## config.mk

```make
export PLATFORM = sky130hd
export DESIGN_NAME = base32_decoder_unit_flat
export DESIGN_NICKNAME = d
export VERILOG_FILES = /design/src/rtl/core/b32d_pkg.sv /design/src/rtl/core/b32d_if.sv /design/src/rtl/core/b32d_decode.sv /design/src/rtl/core/b32d_result_queue.sv /design/src/rtl/core/base32_decoder_unit.sv /design/src/flat_wrapper.sv
export SDC_FILE = /design/constraint.sdc
export NUM_CORES = 1
export LEC_CHECK = 0
export BUFFER_PORTS_ARGS = -buffer_cell sky130_fd_sc_hd__buf_4
export CAP_MARGIN = 15
export CORE_MARGIN = 4
export CORE_UTILIZATION = 35
export DETAILED_ROUTE_END_ITERATION = 8
export PLACE_DENSITY = 0.55
export SETUP_SLACK_MARGIN = 0.02
export SLEW_MARGIN = 20
export SYNTH_ARGS = -nofsm -noshare
export SYNTH_HDL_FRONTEND = slang
export SYNTH_HIERARCHICAL = 1
export SYNTH_SLANG_ARGS = --single-unit
```

## constraint.sdc

```tcl
create_clock -name clk -period 7.5 [get_ports clk]
set_clock_uncertainty 0.2 [all_clocks]
set_input_delay 0.375 -clock clk [delete_from_list [all_inputs] [get_ports clk]]
set_output_delay 0.375 -clock clk [all_outputs]
set_load 0.01 [all_outputs]
```

## src/rtl/core/b32d_pkg.sv

```systemverilog
// ----------------------------------------------------------------------------
// b32d_pkg: shared types and constants for the base32 decoder
// Result record, result kinds, character codes and defaults used by the
// decode stage, the result queue and the top level.
// ----------------------------------------------------------------------------
package b32d_pkg;

	// result kinds
	localparam logic [1:0] KIND_BYTE  = 2'd0;
	localparam logic [1:0] KIND_DONE  = 2'd1;
	localparam logic [1:0] KIND_ERROR = 2'd2;

	// configuration default
	localparam logic [15:0] CAPACITY_RESET = 16'hffff;

	// result queue address width (depth is a power of two, at least 4)
	localparam int unsigned RESULT_QUEUE_AW = 3;

	// character codes
	localparam logic [7:0] CH_NUL   = 8'h00;
	localparam logic [7:0] CH_TAB   = 8'h09;
	localparam logic [7:0] CH_LF    = 8'h0a;
	localparam logic [7:0] CH_CR    = 8'h0d;
	localparam logic [7:0] CH_SPACE = 8'h20;
	localparam logic [7:0] CH_DASH  = 8'h2d;
	localparam logic [7:0] CH_DOT   = 8'h2e;
	localparam logic [7:0] CH_ZERO  = 8'h30;
	localparam logic [7:0] CH_ONE   = 8'h31;
	localparam logic [7:0] CH_TWO   = 8'h32;
	localparam logic [7:0] CH_SEVEN = 8'h37;
	localparam logic [7:0] CH_EIGHT = 8'h38;
	localparam logic [7:0] CH_UP_A  = 8'h41;
	localparam logic [7:0] CH_UP_B  = 8'h42;
	localparam logic [7:0] CH_UP_L  = 8'h4c;
	localparam logic [7:0] CH_UP_O  = 8'h4f;
	localparam logic [7:0] CH_UP_Z  = 8'h5a;
	localparam logic [7:0] CH_LO_A  = 8'h61;
	localparam logic [7:0] CH_LO_Z  = 8'h7a;
	localparam logic [7:0] LETTER_MASK = 8'h1f;
	localparam logic [7:0] DIGIT_BASE  = 8'd24;  // '2' maps to 26

	// one result record
	typedef struct packed {
		logic [1:0]  kind;
		logic [7:0]  data_byte;
		logic [15:0] byte_count;
		logic        has_room;
		logic        end_of_run;
	} result_t;

	// up to two results written per decoded character
	typedef struct packed {
		logic [1:0] num;
		result_t    r0;
		result_t    r1;
	} push_t;

endpackage

```

## src/rtl/core/b32d_if.sv

```systemverilog
// ----------------------------------------------------------------------------
// b32d_if: channel interfaces of the base32 decoder
// Character input, result output and capacity configuration channels,
// each a valid/ready request channel.
// ----------------------------------------------------------------------------
interface b32d_char_if;
	logic       valid;
	logic       ready;
	logic [7:0] char_code;
	logic       end_of_string;

	modport source (output valid, char_code, end_of_string, input ready);
	modport sink   (input valid, char_code, end_of_string, output ready);
endinterface

interface b32d_result_if;
	logic        valid;
	logic        ready;
	logic [1:0]  kind;
	logic [7:0]  data_byte;
	logic [15:0] byte_count;
	logic        has_room;
	logic        end_of_run;

	modport source (output valid, kind, data_byte, byte_count, has_room, end_of_run,
		input ready);
	modport sink   (input valid, kind, data_byte, byte_count, has_room, end_of_run,
		output ready);
endinterface

interface b32d_cfg_if;
	logic        valid;
	logic        ready;
	logic [15:0] data;

	modport source (output valid, data, input ready);
	modport sink   (input valid, data, output ready);
endinterface

```

## src/rtl/core/b32d_decode.sv

```systemverilog
// ----------------------------------------------------------------------------
// b32d_decode: character decode and bit buffer
// Maps the registered character to a 5-bit group, updates the bit buffer,
// byte count and discard flag, and forms up to two results.
// ----------------------------------------------------------------------------
module b32d_decode (
	input  logic              clk,
	input  logic              arst_n,
	input  logic              valid_s1,
	input  logic [7:0]        char_s1,
	input  logic              last_s1,
	input  logic [15:0]       capacity,
	output b32d_pkg::push_t   push
);

	logic [11:0] bit_buffer_q;
	logic [3:0]  bit_count_q;
	logic [15:0] bytes_out_q;
	logic        discarding_q;

	logic [11:0] nxt_buffer;
	logic [3:0]  nxt_count;
	logic [15:0] nxt_bytes;
	logic        nxt_discard;
	logic [1:0]  num;
	b32d_pkg::result_t r0;
	b32d_pkg::result_t r1;

	function automatic b32d_pkg::result_t mk_result(logic [1:0] kind, logic [7:0] data,
		logic [15:0] count, logic room);
		b32d_pkg::result_t r;
		r.kind       = kind;
		r.data_byte  = data;
		r.byte_count = count;
		r.has_room   = room;
		r.end_of_run = 1'b0;
		return r;
	endfunction

	// next state and results
	always_comb begin
		logic [7:0]  mch;
		logic        is_letter;
		logic        is_digit;
		logic [4:0]  group;
		logic        skip;
		logic        failed;
		logic [11:0] shifted;
		logic [3:0]  cnt5;
		logic [2:0]  amt;
		logic [7:0]  dbyte;
		b32d_pkg::result_t done_r;

		nxt_buffer  = bit_buffer_q;
		nxt_count   = bit_count_q;
		nxt_bytes   = bytes_out_q;
		nxt_discard = discarding_q;
		num         = 2'd0;
		r0          = mk_result(b32d_pkg::KIND_BYTE, 8'd0, 16'd0, 1'b0);
		r1          = r0;
		failed      = 1'b0;
		shifted     = 12'd0;
		cnt5        = 4'd0;
		amt         = 3'd0;
		dbyte       = 8'd0;

		// alphabet mapping, with look-alike digits folded to letters
		case (char_s1)
			b32d_pkg::CH_ZERO:  mch = b32d_pkg::CH_UP_O;
			b32d_pkg::CH_ONE:   mch = b32d_pkg::CH_UP_L;
			b32d_pkg::CH_EIGHT: mch = b32d_pkg::CH_UP_B;
			default:            mch = char_s1;
		endcase
		is_letter = mch inside {[b32d_pkg::CH_UP_A:b32d_pkg::CH_UP_Z],
			[b32d_pkg::CH_LO_A:b32d_pkg::CH_LO_Z]};
		is_digit  = mch inside {[b32d_pkg::CH_TWO:b32d_pkg::CH_SEVEN]};
		group     = is_letter ? 5'((mch & b32d_pkg::LETTER_MASK) - 8'd1)
			: 5'(mch - b32d_pkg::DIGIT_BASE);
		skip      = char_s1 inside {b32d_pkg::CH_SPACE, b32d_pkg::CH_TAB, b32d_pkg::CH_CR,
			b32d_pkg::CH_LF, b32d_pkg::CH_DASH, b32d_pkg::CH_DOT};
		done_r    = mk_result(b32d_pkg::KIND_DONE, 8'd0, 16'd0, 1'b0);

		if (discarding_q) begin
			// swallow the rest of the string
			if (last_s1) begin
				nxt_buffer  = 12'd0;
				nxt_count   = 4'd0;
				nxt_bytes   = 16'd0;
				nxt_discard = 1'b0;
			end
		end else if (char_s1 == b32d_pkg::CH_NUL) begin
			// NUL ends the string now
			r0 = mk_result(b32d_pkg::KIND_DONE, 8'd0, bytes_out_q, bytes_out_q < capacity);
			r0.end_of_run = 1'b1;
			num         = 2'd1;
			nxt_buffer  = 12'd0;
			nxt_count   = 4'd0;
			nxt_bytes   = 16'd0;
			nxt_discard = !last_s1;
		end else begin
			if (bytes_out_q < capacity && !skip) begin
				if (!is_letter && !is_digit) begin
					failed      = 1'b1;
					r0          = mk_result(b32d_pkg::KIND_ERROR, 8'd0, bytes_out_q, 1'b0);
					r0.end_of_run = 1'b1;
					num         = 2'd1;
					nxt_buffer  = 12'd0;
					nxt_count   = 4'd0;
					nxt_bytes   = 16'd0;
					nxt_discard = !last_s1;
				end else begin
					shifted = {bit_buffer_q[6:0], group};
					cnt5    = bit_count_q + 4'd5;
					if (cnt5 >= 4'd8) begin
						// a full byte is ready
						amt        = 3'(cnt5 - 4'd8);
						dbyte      = 8'(shifted >> amt);
						nxt_count  = cnt5 - 4'd8;
						nxt_buffer = shifted & ((12'd1 << nxt_count) - 12'd1);
						nxt_bytes  = bytes_out_q + 16'd1;
						r0         = mk_result(b32d_pkg::KIND_BYTE, dbyte, nxt_bytes, 1'b0);
						num        = 2'd1;
					end else begin
						nxt_count  = cnt5;
						nxt_buffer = shifted;
					end
				end
			end
			// end of string: done result, drop leftover bits
			if (!failed && last_s1) begin
				done_r = mk_result(b32d_pkg::KIND_DONE, 8'd0, nxt_bytes, nxt_bytes < capacity);
				if (num == 2'd0) begin
					r0 = done_r;
				end else begin
					r1 = done_r;
				end
				num         = num + 2'd1;
				nxt_buffer  = 12'd0;
				nxt_count   = 4'd0;
				nxt_bytes   = 16'd0;
				nxt_discard = 1'b0;
			end
			if (!failed) begin
				if (num == 2'd1) begin
					r0.end_of_run = 1'b1;
				end
				if (num == 2'd2) begin
					r1.end_of_run = 1'b1;
				end
			end
		end
	end

	// string state
	always_ff @(posedge clk or negedge arst_n) begin
		if (!arst_n) begin
			bit_buffer_q <= 12'd0;
			bit_count_q  <= 4'd0;
			bytes_out_q  <= 16'd0;
			discarding_q <= 1'b0;
		end else if (valid_s1) begin
			bit_buffer_q <= nxt_buffer;
			bit_count_q  <= nxt_count;
			bytes_out_q  <= nxt_bytes;
			discarding_q <= nxt_discard;
		end
	end

	assign push.num = valid_s1 ? num : 2'd0;
	assign push.r0  = r0;
	assign push.r1  = r1;

endmodule

```

## src/rtl/core/b32d_result_queue.sv

```systemverilog
// ----------------------------------------------------------------------------
// b32d_result_queue: result queue
// Takes up to two results per cycle from the decode stage and hands them
// out one at a time on the result channel.
// ----------------------------------------------------------------------------
module b32d_result_queue #(
	parameter int unsigned AW = b32d_pkg::RESULT_QUEUE_AW
) (
	input  logic                  clk,
	input  logic                  arst_n,
	input  b32d_pkg::push_t       push,
	output logic [AW:0]           count,
	b32d_result_if.source         result_out
);

	localparam int unsigned DEPTH = 1 << AW;

	b32d_pkg::result_t mem_q [DEPTH];
	logic [AW-1:0] wr_ptr_q;
	logic [AW-1:0] rd_ptr_q;
	logic [AW:0]   count_q;
	logic          pop;
	b32d_pkg::result_t head;

	assign pop  = result_out.valid && result_out.ready;
	assign head = mem_q[rd_ptr_q];

	// storage
	always_ff @(posedge clk) begin
		if (push.num != 2'd0) begin
			mem_q[wr_ptr_q] <= push.r0;
		end
		if (push.num == 2'd2) begin
			mem_q[wr_ptr_q + AW'(1)] <= push.r1;
		end
	end

	// pointers and fill level
	always_ff @(posedge clk or negedge arst_n) begin
		if (!arst_n) begin
			wr_ptr_q <= '0;
			rd_ptr_q <= '0;
			count_q  <= '0;
		end else begin
			wr_ptr_q <= wr_ptr_q + AW'(push.num);
			if (pop) begin
				rd_ptr_q <= rd_ptr_q + AW'(1);
			end
			count_q <= count_q + (AW+1)'(push.num) - (AW+1)'(pop);
		end
	end

	assign count                 = count_q;
	assign result_out.valid      = count_q != '0;
	assign result_out.kind       = head.kind;
	assign result_out.data_byte  = head.data_byte;
	assign result_out.byte_count = head.byte_count;
	assign result_out.has_room   = head.has_room;
	assign result_out.end_of_run = head.end_of_run;

endmodule

```

## src/rtl/core/base32_decoder_unit.sv

```systemverilog
// ----------------------------------------------------------------------------
// base32_decoder_unit: streaming base32 decoder
// Decodes one base32 character per cycle while ready into bytes, done, errors.
// ----------------------------------------------------------------------------
// The block takes one character per clock cycle while char_in.ready is high.
// An accepted character is registered, decoded in the following cycle and
// its results (none, one or two) are written to a result queue of
// 2**QUEUE_AW entries. A result passes through the input register and the
// result queue before it shows on result_out. The result channel delivers
// one result per cycle while result_out.ready is high, so the sustained
// rate is one character per cycle as long as characters average at most
// one result each; char_in.ready drops while the queue could not take two
// more results from both the registered character and a new one. The
// capacity register is written through cfg, which is always ready, and
// must only change while no string is being decoded.
module base32_decoder_unit #(
	parameter int unsigned QUEUE_AW = b32d_pkg::RESULT_QUEUE_AW
) (
	input  logic           clk,
	input  logic           arst_n,
	b32d_char_if.sink      char_in,
	b32d_result_if.source  result_out,
	b32d_cfg_if.sink       cfg
);

	localparam int unsigned DEPTH = 1 << QUEUE_AW;
	localparam logic [QUEUE_AW+1:0] ROOM_LIMIT = (QUEUE_AW+2)'(DEPTH - 2);

	logic [15:0]         capacity_q;
	logic                valid_s1;
	logic [7:0]          char_s1;
	logic                last_s1;
	logic [QUEUE_AW:0]   queue_count;
	logic [QUEUE_AW+1:0] committed;
	logic                accept;
	b32d_pkg::push_t     push;

	// capacity register
	assign cfg.ready = 1'b1;
	always_ff @(posedge clk or negedge arst_n) begin
		if (!arst_n) begin
			capacity_q <= b32d_pkg::CAPACITY_RESET;
		end else if (cfg.valid) begin
			capacity_q <= cfg.data;
		end
	end

	// input flow control: room for two results from the stage and two more
	assign committed     = (QUEUE_AW+2)'(queue_count) + (valid_s1 ? (QUEUE_AW+2)'(2) : '0);
	assign char_in.ready = committed <= ROOM_LIMIT;
	assign accept        = char_in.valid && char_in.ready;

	// input register
	always_ff @(posedge clk or negedge arst_n) begin
		if (!arst_n) begin
			valid_s1 <= 1'b0;
		end else begin
			valid_s1 <= accept;
		end
	end

	always_ff @(posedge clk) begin
		if (accept) begin
			char_s1 <= char_in.char_code;
			last_s1 <= char_in.end_of_string;
		end
	end

	b32d_decode u_decode (
		.clk      (clk),
		.arst_n   (arst_n),
		.valid_s1 (valid_s1),
		.char_s1  (char_s1),
		.last_s1  (last_s1),
		.capacity (capacity_q),
		.push     (push)
	);

	b32d_result_queue #(
		.AW (QUEUE_AW)
	) u_queue (
		.clk        (clk),
		.arst_n     (arst_n),
		.push       (push),
		.count      (queue_count),
		.result_out (result_out)
	);

endmodule

```

## src/flat_wrapper.sv

```systemverilog
// flat-port wrapper written by rule: the top's interface ports become plain ports
module base32_decoder_unit_flat 
#(
	parameter int unsigned QUEUE_AW = b32d_pkg::RESULT_QUEUE_AW
)
  (clk, arst_n, char_in_valid, char_in_char_code, char_in_end_of_string, char_in_ready, result_out_valid, result_out_kind, result_out_data_byte, result_out_byte_count, result_out_has_room, result_out_end_of_run, result_out_ready, cfg_valid, cfg_data, cfg_ready);
  b32d_char_if char_in_i ();
  b32d_result_if result_out_i ();
  b32d_cfg_if cfg_i ();
  input  logic clk;
  input  logic arst_n;
  input wire logic [$bits(char_in_i.valid)-1:0] char_in_valid;
  input wire logic [$bits(char_in_i.char_code)-1:0] char_in_char_code;
  input wire logic [$bits(char_in_i.end_of_string)-1:0] char_in_end_of_string;
  output wire logic [$bits(char_in_i.ready)-1:0] char_in_ready;
  output wire logic [$bits(result_out_i.valid)-1:0] result_out_valid;
  output wire logic [$bits(result_out_i.kind)-1:0] result_out_kind;
  output wire logic [$bits(result_out_i.data_byte)-1:0] result_out_data_byte;
  output wire logic [$bits(result_out_i.byte_count)-1:0] result_out_byte_count;
  output wire logic [$bits(result_out_i.has_room)-1:0] result_out_has_room;
  output wire logic [$bits(result_out_i.end_of_run)-1:0] result_out_end_of_run;
  input wire logic [$bits(result_out_i.ready)-1:0] result_out_ready;
  input wire logic [$bits(cfg_i.valid)-1:0] cfg_valid;
  input wire logic [$bits(cfg_i.data)-1:0] cfg_data;
  output wire logic [$bits(cfg_i.ready)-1:0] cfg_ready;
  assign char_in_i.valid = char_in_valid;
  assign char_in_i.char_code = char_in_char_code;
  assign char_in_i.end_of_string = char_in_end_of_string;
  assign char_in_ready = char_in_i.ready;
  assign result_out_valid = result_out_i.valid;
  assign result_out_kind = result_out_i.kind;
  assign result_out_data_byte = result_out_i.data_byte;
  assign result_out_byte_count = result_out_i.byte_count;
  assign result_out_has_room = result_out_i.has_room;
  assign result_out_end_of_run = result_out_i.end_of_run;
  assign result_out_i.ready = result_out_ready;
  assign cfg_i.valid = cfg_valid;
  assign cfg_i.data = cfg_data;
  assign cfg_ready = cfg_i.ready;
  base32_decoder_unit #(.QUEUE_AW(QUEUE_AW)) u_core (.clk(clk), .arst_n(arst_n), .char_in(char_in_i), .result_out(result_out_i), .cfg(cfg_i));
endmodule
```

# After elaboration in Yosys (flattened, before gate mapping)
# Memory sizes are Yosys's and may differ from the RTL's.
# Cells that the tools add are included.
# op_classes
shift,2
mux,66
eq_ne,13
order_cmp,10
n_reduce_logical,22
n_addsub,13
bitwise,1
# ops
cell,count
2-to-1 mux 28 bit,6
2-to-1 mux 16 bit,9
2-to-1 mux 27 bit,4
2-to-1 mux 7 bit,7
"equality test 8 x 6 -> 1 bit, second input constant",6
less-than comparator 16 bit,2
2-to-1 mux 4 bit,7
2-to-1 mux 26 bit,1
"equality test 8 x 4 -> 1 bit, second input constant",3
one-hot mux 8 bit (3 select lines),1
2-to-1 mux 1 bit,21
2-to-1 mux 2 bit,9
"adder 16 x 1 -> 16 bit, second input constant",1
">= comparator 8 x 7 -> 1 bit, second input constant",2
"less-or-equal comparator 8 x 7 -> 1 bit, second input constant",2
>> shifter 12 x 3 -> 8 bit,1
">= comparator 8 x 6 -> 1 bit, second input constant",1
"less-or-equal comparator 8 x 6 -> 1 bit, second input constant",1
logical AND 1 bit,8
zero test 8 bit,1
nonzero test 4 bit,2
bitwise AND 7 bit,1
"left shift 1 x 4 -> 7 bit, first input constant",1
"subtractor 7 x 1 -> 7 bit, second input constant",1
22 further kinds,29
# word_totals
out_inout_bits,31
mem_bits_rw,224
inputBits,30
word_cells,139
ff_bits,64
n_memories,1
# mem_list
memory,words,word_bits,read_ports,rd_clocked_by_memory_dff,write_ports,line_no,text
u_core.u_queue.mem_q,8,28,1,0,2,b32d_result_queue.sv:18,b32d_pkg::result_t mem_q [DEPTH];

# Logic depth before layout (Yosys ltp)
# Gate-level depths: netlist of run 1.
# depth
word_depth,22
depth_mapped,23
depth_no_buf,20

# Cells and area by module
# Netlist of run 1, hierarchy kept.
# modules_own_cells
module,cells_per_inst,n_inst,seq_area_each_um2,area_per_inst_um2
b32d_result_queue,642,1,6976.7,11851.4
b32d_decode,606,1,700.7,4616.9
base32_decoder_unit,55,1,715.7,1036.0

# Worst setup path after synthesis of run 1
# No wires, ideal clock.
# synth_timing
kind,flip-flop to flip-flop
startpoint,register u_core.char_s1[5]
endpoint,memory u_core/u_queue/mem_q[1][0] (netlist bit) (enable)
path_slack_ns,0.835
path_stages_with_launch,19
setup_time_ns,0.456
t_required_ns,6.844
synth_period_minus_slack_ns,6.665
n_path_buf,3
t_arrival_ns,6.009
cell_sequence,edfxtp_1 -> buf_2 -> nor4bb_1 -> clkbuf_1 -> nand4b_1 -> nand2_1 -> inv_1 -> ha_1 -> a311oi_1 -> or4_1 -> buf_4 -> nand3_4 -> nor3_2 -> nor2_1 -> ha_1 -> nor2_1 -> nor3b_1 -> o21ai_0 -> o31ai_1
# synth_rtl
element,line_no,text
"start, declared",base32_decoder_unit.sv:31,logic [7:0] char_s1;
"start signal, assigned",base32_decoder_unit.sv:64,char_s1 <= char_in.char_code;
"end, declared",b32d_result_queue.sv:18,

==> load_flow_metrics.sql, run 1 <==
INSERT INTO impl_metrics (metric_group, metric, value, unit) VALUES
('timing', 'relSlewSlack', '28.9', '%'),
('worst_setup_path', 'cp-end-kind', 'flip-flop', ''),
('clock_tree', 'cts.root.buffer_cell', 'clkbuf_16', ''),
('logic_synthesis', 'yosys_warnings', '6', ''),
('detailed_routing', 'drt_wl_cell', '22.7', 'um'),
('timing', 'maxClockFrequency', '157', 'MHz'),
('clock_tree', 'total_of_cells_resized_after_clock_tree_synthesis', '0', ''),
('floorplan', 'core.rowCount', '81', ''),
('power_and_ir_drop', 'leakage_power', '7.48', 'nW'),
('logic_synthesis', 'postSynthRegisterBits', '288', ''),
('power_and_ir_drop', 'cellPowerDensity', '286', 'nW/um^2'),
('grt', 'wire_length_of_the_first_global_routing_pass', '71.4', 'mm'),
('logic_synthesis', 'synth_sequential_area_ratio', '47.9', '%'),
('timing', 'report.final.setup_viol', '0', ''),
('final_layout', 'n_antenna_cell', '0', ''),
('worst_setup_path', 'timing.critical_path.fanout_max', '18', ''),
('timing', 'unrepaired_setup_endpoints_after_global_routing', 'no', ''),
('timing', 'worst-slew-pin-transition', '1.06', 'ns'),
('floorplan', 'core_area', '49200', 'sq um'),
('detailed_routing', 'drt_pre_antenna_iters', '5', ''),
('final_layout', 'final.fill_count', '4629', ''),
('placed_design', 'buffer_ports.inserted', '59', ''),
('placed_design', 'gp_congestion', '0.851', ''),
('placed_design', 'post_dp_cell_area', '18500', 'sq um'),
('worst_setup_path', 'worst_ep_arrival_time', '6.46', 'ns'),
('logic_synthesis', 'synth-main-ff-cell', 'edfxtp_1', ''),
('logic_synthesis', 'netlist_area', '17500', 'sq um'),
('final_layout', 'final_design_area_no_fill', '19900', 'sq um'),
('timing', 'layout_worst_path_cycle_share', '84.9', '%'),
('timing', 'pins_over_their_slew_limit', '0', ''),
('detailed_routing', 'drc', '0', ''),
('clock_tree', 'clock_buffer_count_from_cts', '35', ''),
('floorplan', 'fp.dieW', '232', 'um'),
('outcome', 'run_status', 'completed', ''),
('timing', 'hold_violations', '0', ''),
('grt', 'grt_overflow_total', '0', ''),
('grt', 'number_of_global_route_vias_before_repair', '11500', ''),
('detailed_routing', 'initialDrtViolationCount', '787', ''),
('run', 'max_cap_violations', '0', ''),
('worst_setup_path', 'critical_path_class', 'flip-flop to flip-flop', ''),
('floorplan', 'y_dimension_of_the_die', '232', 'um'),
('grt', 'grt_use_total', '17.3', '%'),
('detailed_routing', 'postRouteAntennaNets', '0', ''),
('floorplan', 'io-pin-count', '61', ''),
('final_layout', 'nets', '1452', ''),
('grt', 'initial_antenna_violation_count', '0', ''),
('final_layout', 'layout_cells_sized_above_1', '38.2', '%'),
('logic_synthesis', 'ys_async_sr_fraction', '19.1', '%'),
('detailed_routing', 'total_via_count_after_detailed_routing', '11300', ''),
('clock_tree', 'cts.clk_slew.worst_paths', '0.06', 'ns'),
('hold_path', 'holdCritPathClass', 'input pin to flip-flop', ''),
('final_layout', 'synthToLayoutAreaGrowth', '13.6', '%'),
('worst_setup_path', 'critical_path_required', '7.59', 'ns'),
('final_layout', 'layout.cells.most_common', 'mux2_2', ''),
('grt', 'maximum_number_of_pins_on_one_net_before_global_route_repair', '56', ''),
('logic_synthesis', 'syn_inst', '1303', ''),
('clock_tree', 'cts.sinks', '288', ''),
('detailed_routing', 'routed_wl', '46.6', 'mm'),
('clock_tree', 'cts-root-to-sink-buffers', '3', ''),
('floorplan', 'fp.dieArea', '53700', 'sq um'),
('clock_tree', 'clock_insertion_delay_worst_skew', '0.55', 'ns'),
('final_layout', 'mostFrequentLayoutCells', 'mux2_2 (256), edfxtp_1 (233), buf_4 (84), nand2_1 (66), nor2_1 (60)', ''),
('detailed_routing', 'routed_via_density', '5.50', ''),
('power_and_ir_drop', 'vdd_ir_drop_max', '0.000192', 'V'),
('logic_synthesis', 'synth_enable_flop_cells', '233', ''),
('floorplan', 'start_util', '35.6', '%'),
('timing', 'final.min_clock_period', '6.37', 'ns'),
('logic_synthesis', 'synth.distinct_cells', '98', ''),
('worst_setup_path', 'startpoint_type', 'flip-flop', ''),
('logic_synthesis', 'synthesis.area_per_instance', '13.4', 'sq um'),
('placed_design', 'dp_hpwl', '29.5', 'mm'),
('clock_tree', 'cts_htree_levels', '2', ''),
('clock_tree', 'tritoncts', 'built', ''),
('timing', 'setup-tns-final', '0', 'ns');
metal layers:
metal	part of all wire [%]	GRT usage [%]	vias up	routed length, um
met4	1.9	3.85	0	875
met5	0	0	-	0
met3	6.0	2.81	60	2800
met2	48	28.9	342	22200
met1	44	23.8	5736	20700
li1	-	-	5169	-
cells by family (layout without fill, tap and decap cells):
logic type,after synthesis,after routing,synth area share (%)
mux,351,351,26.4
flops,288,288,47.9
simple gates,253,253,7.58
compound gates,186,186,8.16
buf+inv,143,223,4.48
fa+ha+maj,56,56,4.09
xor+xnor,24,24,1.29
other cells,2,10,0.0429
state kept, by name (all words and copies together) (netlist names):
name                          cells
u_core/capacity_q                16
u_core/char_s1                    8
u_core/last_s1                    1
u_core/u_decode/bit_buffer_q      7
u_core/u_decode/bit_count_q       4
u_core/u_decode/bytes_out_q      16
u_core/u_decode/discarding_q      1
u_core/u_queue/count              4
u_core/u_queue/mem_q            224
u_core/u_queue/rd_ptr_q           3
u_core/u_queue/wr_ptr_q           3
u_core/valid_s1                   1
what timing repair did:
action,4_1_cts,5_1_grt
buffers inserted,0,0
hold endpoints to repair,66,0
hold buffers,27,0
synth_stat cells (17+ instances only):
master / number / area, sq um
inv_1: 49 / 184
ha_1: 54 / 676
buf_4: 23 / 173
xnor2_1: 17 / 149
nor3_1: 27 / 135
edfxtp_1: 233 / 7000
a21oi_1: 28 / 140
mux4_2: 58 / 1310
dfrtp_1: 39 / 976
clkbuf_1: 21 / 78.8
a22o_1: 18 / 158
nand2_1: 66 / 248
nand3_1: 30 / 150
nor2_1: 60 / 225
buf_2: 25 / 125
mux2_2: 256 / 2880
a21o_1: 21 / 158
area by class of cell:
| type | instances | area (sq um) | area share (%) |
|---|---|---|---|
| sequential | 288 | 8400 | 42.2 |
| timing repair buffer | 111 | 901 | 4.53 |
| clock inverter | 16 | 186 | 0.937 |
| multi-input combinational | 880 | 8470 | 42.6 |
| tap | 664 | 831 | 4.18 |
| clock buffer | 46 | 917 | 4.61 |
| inverter | 50 | 188 | 0.944 |
worst max-delay path: stages, from the launching register on:
cell      delay [ns]
edfxtp_1        0.53
nor4bb_1        0.32
buf_4           0.19
nand4b_1        0.10
nand2_1         0.11
inv_1           0.07
ha_1            0.20
a311oi_1        0.41
or4_1           0.41
nand3_4         0.20
nor3_2          0.52
nor2_1          0.13
ha_1            0.30
nor2_1          0.05
nor3b_1         0.74
and4bb_2        0.33
nand2_2         0.55
buf_4           0.38
mux2_2          0.37
where the power goes:
part / total (mW) / internal, mW / switching (mW)
clock: 1.67 / 0.975 / 0.692
sequential: 2.09 / 1.90 / 0.189
combinational: 1.93 / 0.896 / 1.03
through the flow:
step                      util [%]  total power, mW  hold slack, ns  setup slack, ns  instances
after CTS                     40.5             5.78          0.0582             1.03       2055
after global routing          40.5             6.03          0.0702            0.733       2055
after floorplan                  -             3.42          -0.121            0.835       1311
final                         40.5             5.69          0.0755             1.13       2055
after global placement        37.7             4.06           0.289             1.18       1966
after detailed placement      37.7             4.06           0.296             1.02       1966
final timing paths:
kind                                             from                        endpoint  slack [ns]  cells after the start
max                                 u_core/char_s1[5]     u_core/u_queue/mem_q[0][17]        1.13                     18
min reg2reg                u_core/u_queue/rd_ptr_q[1]      u_core/u_queue/rd_ptr_q[1]        0.30                      1
min                                         cfg_valid            u_core/capacity_q[5]        0.08                      2
max reg2reg                         u_core/char_s1[5]     u_core/u_queue/mem_q[0][17]        1.13                     18
min in group asynchronous                      arst_n  u_core/u_decode/bytes_out_q[9]        0.25                      2
max in group asynchronous                      arst_n      u_core/u_queue/rd_ptr_q[0]        6.24                      2
(Power assumes the default switching activity.)
==> run 2: changes to the inputs <==
clock period = 5.9 ns   (was 7.5 ns; I/O delays follow)
==> run 2 against run 1 <==
Effect of this change:
- sequential share of layout area down 0.58 points
- worst setup slack lost 0.79 ns
- non-clock buffer count increased by 28
- worst hold slack lost 0.055 ns
- core utilization grew 0.57 points
- sequential power rose by 30%
==> load_flow_metrics.sql, run 2 (synthesis gave the netlist of run 1 again) <==
INSERT INTO impl_metrics (metric_group, metric, value, unit) VALUES
('hold_path', 'holdCritPathClass', 'input pin to flip-flop', ''),
('detailed_routing', 'drt_wl_cell', '22.6', 'um'),
('timing', 'final_critical_path_setup_slack', '0.344', 'ns'),
('floorplan', 'y_dimension_of_the_die', '232', 'um'),
('placed_design', 'post_dp_cell_area', '18700', 'sq um'),
('floorplan', 'fp.dieArea', '53700', 'sq um'),
('power_and_ir_drop', 'vdd_ir_drop_max', '0.000224', 'V'),
('final_layout', 'final_design_area_no_fill', '20200', 'sq um'),
('detailed_routing', 'postRouteAntennaNets', '0', ''),
('timing', 'fin_hold_ws', '0.0209', 'ns'),
('final_layout', 'largest_registers', 'u_core/u_queue/mem_q (224), u_core/capacity_q (16), u_core/u_decode/bytes_out_q (16)', ''),
('grt', 'initial_antenna_violation_count', '0', ''),
('detailed_routing', 'drt_pre_antenna_iters', '5', ''),
('timing', 'report.final.setup_viol', '0', ''),
('grt', 'maximum_number_of_pins_on_one_net_before_global_route_repair', '56', ''),
('power_and_ir_drop', 'seq_power_share', '37.6', '%'),
('final_layout', 'layout.cells.most_common', 'mux2_2', ''),
('placed_design', 'preCtsSetupSlack', '0.348', 'ns'),
('placed_design', 'gp_congestion', '0.878', ''),
('timing', 'maxClockFrequency', '180', 'MHz'),
('placed_design', 'dp_hpwl', '30.0', 'mm'),
('floorplan', 'start_util', '35.6', '%'),
('placed_design', 'buffer_ports.inserted', '59', ''),
('timing', 'unrepaired_setup_endpoints_after_global_routing', 'no', ''),
('floorplan', 'core.rowCount', '81', ''),
('run', 'max_cap_violations', '0', ''),
('grt', 'number_of_global_route_vias_before_repair', '11600', ''),
('floorplan', 'fp.dieW', '232', 'um'),
('worst_setup_path', 'critical_path_class', 'flip-flop to flip-flop', ''),
('power_and_ir_drop', 'leakage_power', '7.62', 'nW'),
('timing', 'final.min_clock_period', '5.56', 'ns'),
('clock_tree', 'cts-root-to-sink-buffers', '3', ''),
('timing', 'pins_over_their_slew_limit', '0', ''),
('worst_setup_path', 'cp-end-kind', 'flip-flop', ''),
('grt', 'grt_use_total', '17.5', '%'),
('clock_tree', 'cts.clk_slew.worst_paths', '0.06', 'ns'),
('clock_tree', 'cts.root.buffer_cell', 'clkbuf_16', ''),
('detailed_routing', 'routed_wl', '47.0', 'mm'),
('clock_tree', 'post_cts_setup_repair_bufs', '0', ''),
('clock_tree', 'cts.sinks', '288', ''),
('power_and_ir_drop', 'share_clk_of_total_power', '28.3', '%'),
('power_and_ir_drop', 'totalPowerFinal', '7.20', 'mW'),
('detailed_routing', 'routed_via_density', '5.44', ''),
('worst_setup_path', 'critPathSlowestCell', 'edfxtp_1', ''),
('power_and_ir_drop', 'power.net_switching', '2.43', 'mW'),
('timing', 'layout_worst_path_cycle_share', '94.2', '%'),
('final_layout', 'layout_cells_sized_above_1', '39.1', '%'),
('timing', 'relSlewSlack', '28.8', '%'),
('detailed_routing', 'drc', '0', ''),
('worst_setup_path', 'max_stage_delay', '0.53', 'ns'),
('final_layout', 'top_register_by_number_of_flip_flops', 'u_core/u_queue/mem_q', ''),
('worst_setup_path', 'startpoint_type', 'flip-flop', ''),
('clock_tree', 'clock_insertion_delay_worst_skew', '0.54', 'ns'),
('power_and_ir_drop', 'cellPowerDensity', '357', 'nW/um^2'),
('grt', 'grt_overflow_total', '0', ''),
('timing', 'setup-tns-final', '0', 'ns'),
('final_layout', 'mostFrequentLayoutCells', 'mux2_2 (256), edfxtp_1 (233), buf_4 (100), nand2_1 (66), nor2_1 (59)', ''),
('grt', 'wire_length_of_the_first_global_routing_pass', '72.1', 'mm'),
('power_and_ir_drop', 'switching_portion_of_total_power', '33.8', '%'),
('detailed_routing', 'initialDrtViolationCount', '765', ''),
('final_layout', 'synthToLayoutAreaGrowth', '15.2', '%'),
('floorplan', 'io-pin-count', '61', ''),
('timing', 'worst-slew-pin-transition', '1.06', 'ns'),
('power_and_ir_drop', 'logic_pwr_share', '34.1', '%'),
('clock_tree', 'cts_htree_levels', '2', ''),
('power_and_ir_drop', 'cellInternalPower', '4.77', 'mW'),
('worst_setup_path', 'worst_ep_arrival_time', '5.64', 'ns'),
('worst_setup_path', 'timing.critical_path.fanout_max', '12', ''),
('clock_tree', 'clock_buffer_count_from_cts', '34', ''),
('worst_setup_path', 'critical_path_required', '5.98', 'ns'),
('detailed_routing', 'total_via_count_after_detailed_routing', '11300', ''),
('final_layout', 'nets', '1479', ''),
('final_layout', 'largest_register_ff_count', '224', ''),
('worst_setup_path', 'cp_cell_sequence', 'nor4bb_1 > buf_4 > nand4b_1 > nand2_1 > inv_1 > ha_1 > a311oi_2 > nor4_4 > nor3_2 > o211ai_1 > a22oi_1 > inv_1 > ha_1 > nand4_1 > nor2_1 > o41ai_1 > or4_1 > a41oi_1 > o31ai_2 > mux2_2', ''),
('outcome', 'run_status', 'completed', ''),
('floorplan', 'core_area', '49200', 'sq um'),
('timing', 'hold_violations', '0', ''),
('clock_tree', 'tritoncts', 'built', '');
run 2: cell types whose count changed in the layout (fill, tap and decap cells not counted), moves of 4 or more:
cell           before  now
buf_12              0    4
buf_4              84  100
clkbuf_1           11    6
clkinv_1            6   11
dlygate4sd3_1      27   34
run 2: worst paths after layout:
kind                                           startpoint                         endpoint  slack, ns  depth (start not counted)
setup / recovery                        u_core/char_s1[5]       u_core/u_queue/mem_q[4][1]       0.34                         20
hold / removal                                  cfg_valid            u_core/capacity_q[12]       0.02                          2
setup reg to reg                        u_core/char_s1[5]       u_core/u_queue/mem_q[4][1]       0.34                         20
hold reg to reg            u_core/u_decode/bit_count_q[3]   u_core/u_decode/bit_count_q[3]       0.31                          1
max in group asynchronous                          arst_n       u_core/u_queue/rd_ptr_q[0]       4.69                          2
min in group asynchronous                          arst_n  u_core/u_decode/bytes_out_q[12]       0.18                          2
run 2: power by group through the flow:
stage	clock network, mW	registers, mW	logic [mW]
floorplan	0	2.52	1.82
global placement	0	2.75	2.45
detailed placement	0	2.76	2.45
CTS	2.11	2.71	2.49
global route	2.19	2.75	2.68
finish	2.04	2.71	2.46
run 2: stage by stage:
| step | cells | utilization [%] |
|---|---|---|
| after floorplan | 1311 | - |
| after global placement | 1986 | 38.1 |
| after detailed placement | 1987 | 38.1 |
| after CTS | 2081 | 40.9 |
| after global routing | 2082 | 41.0 |
| final | 2083 | 41.0 |
run 2: worst max-delay path, delay by kind of cell, from the launching register on:
family	cells	cell delay, ns
flops	1	0.53
fa+ha+maj	2	0.51
simple gates	8	1.75
buf+inv	3	0.36
compound gates	6	1.61
mux	1	0.31
run 2: what timing repair did:
item                       in CTS  in global routing
hold buffers                   33                  1
hold endpoints to repair       67                  1
resized for setup               0                  4
setup endpoints to repair       0                 33
run 2: cell type report:
class                   instances  area, sq um
diodes                          1         2.50
repair buffers                139         1200
clock buffers                  41          898
clock inverters                20          160
fillers                      4584        29000
flip-flops and latches        288         8400
inverters                      50          188
well taps                     664          831
multi-input cells             880         8490
run 2: per-layer routing:
layer,GRT usage [%],vias to the layer above,wire length [um]
met5,0,-,0
met4,3.79,0,758
met3,2.86,49,2350
met2,28.7,300,22600
met1,24.5,5737,21300
li1,-,5237,-
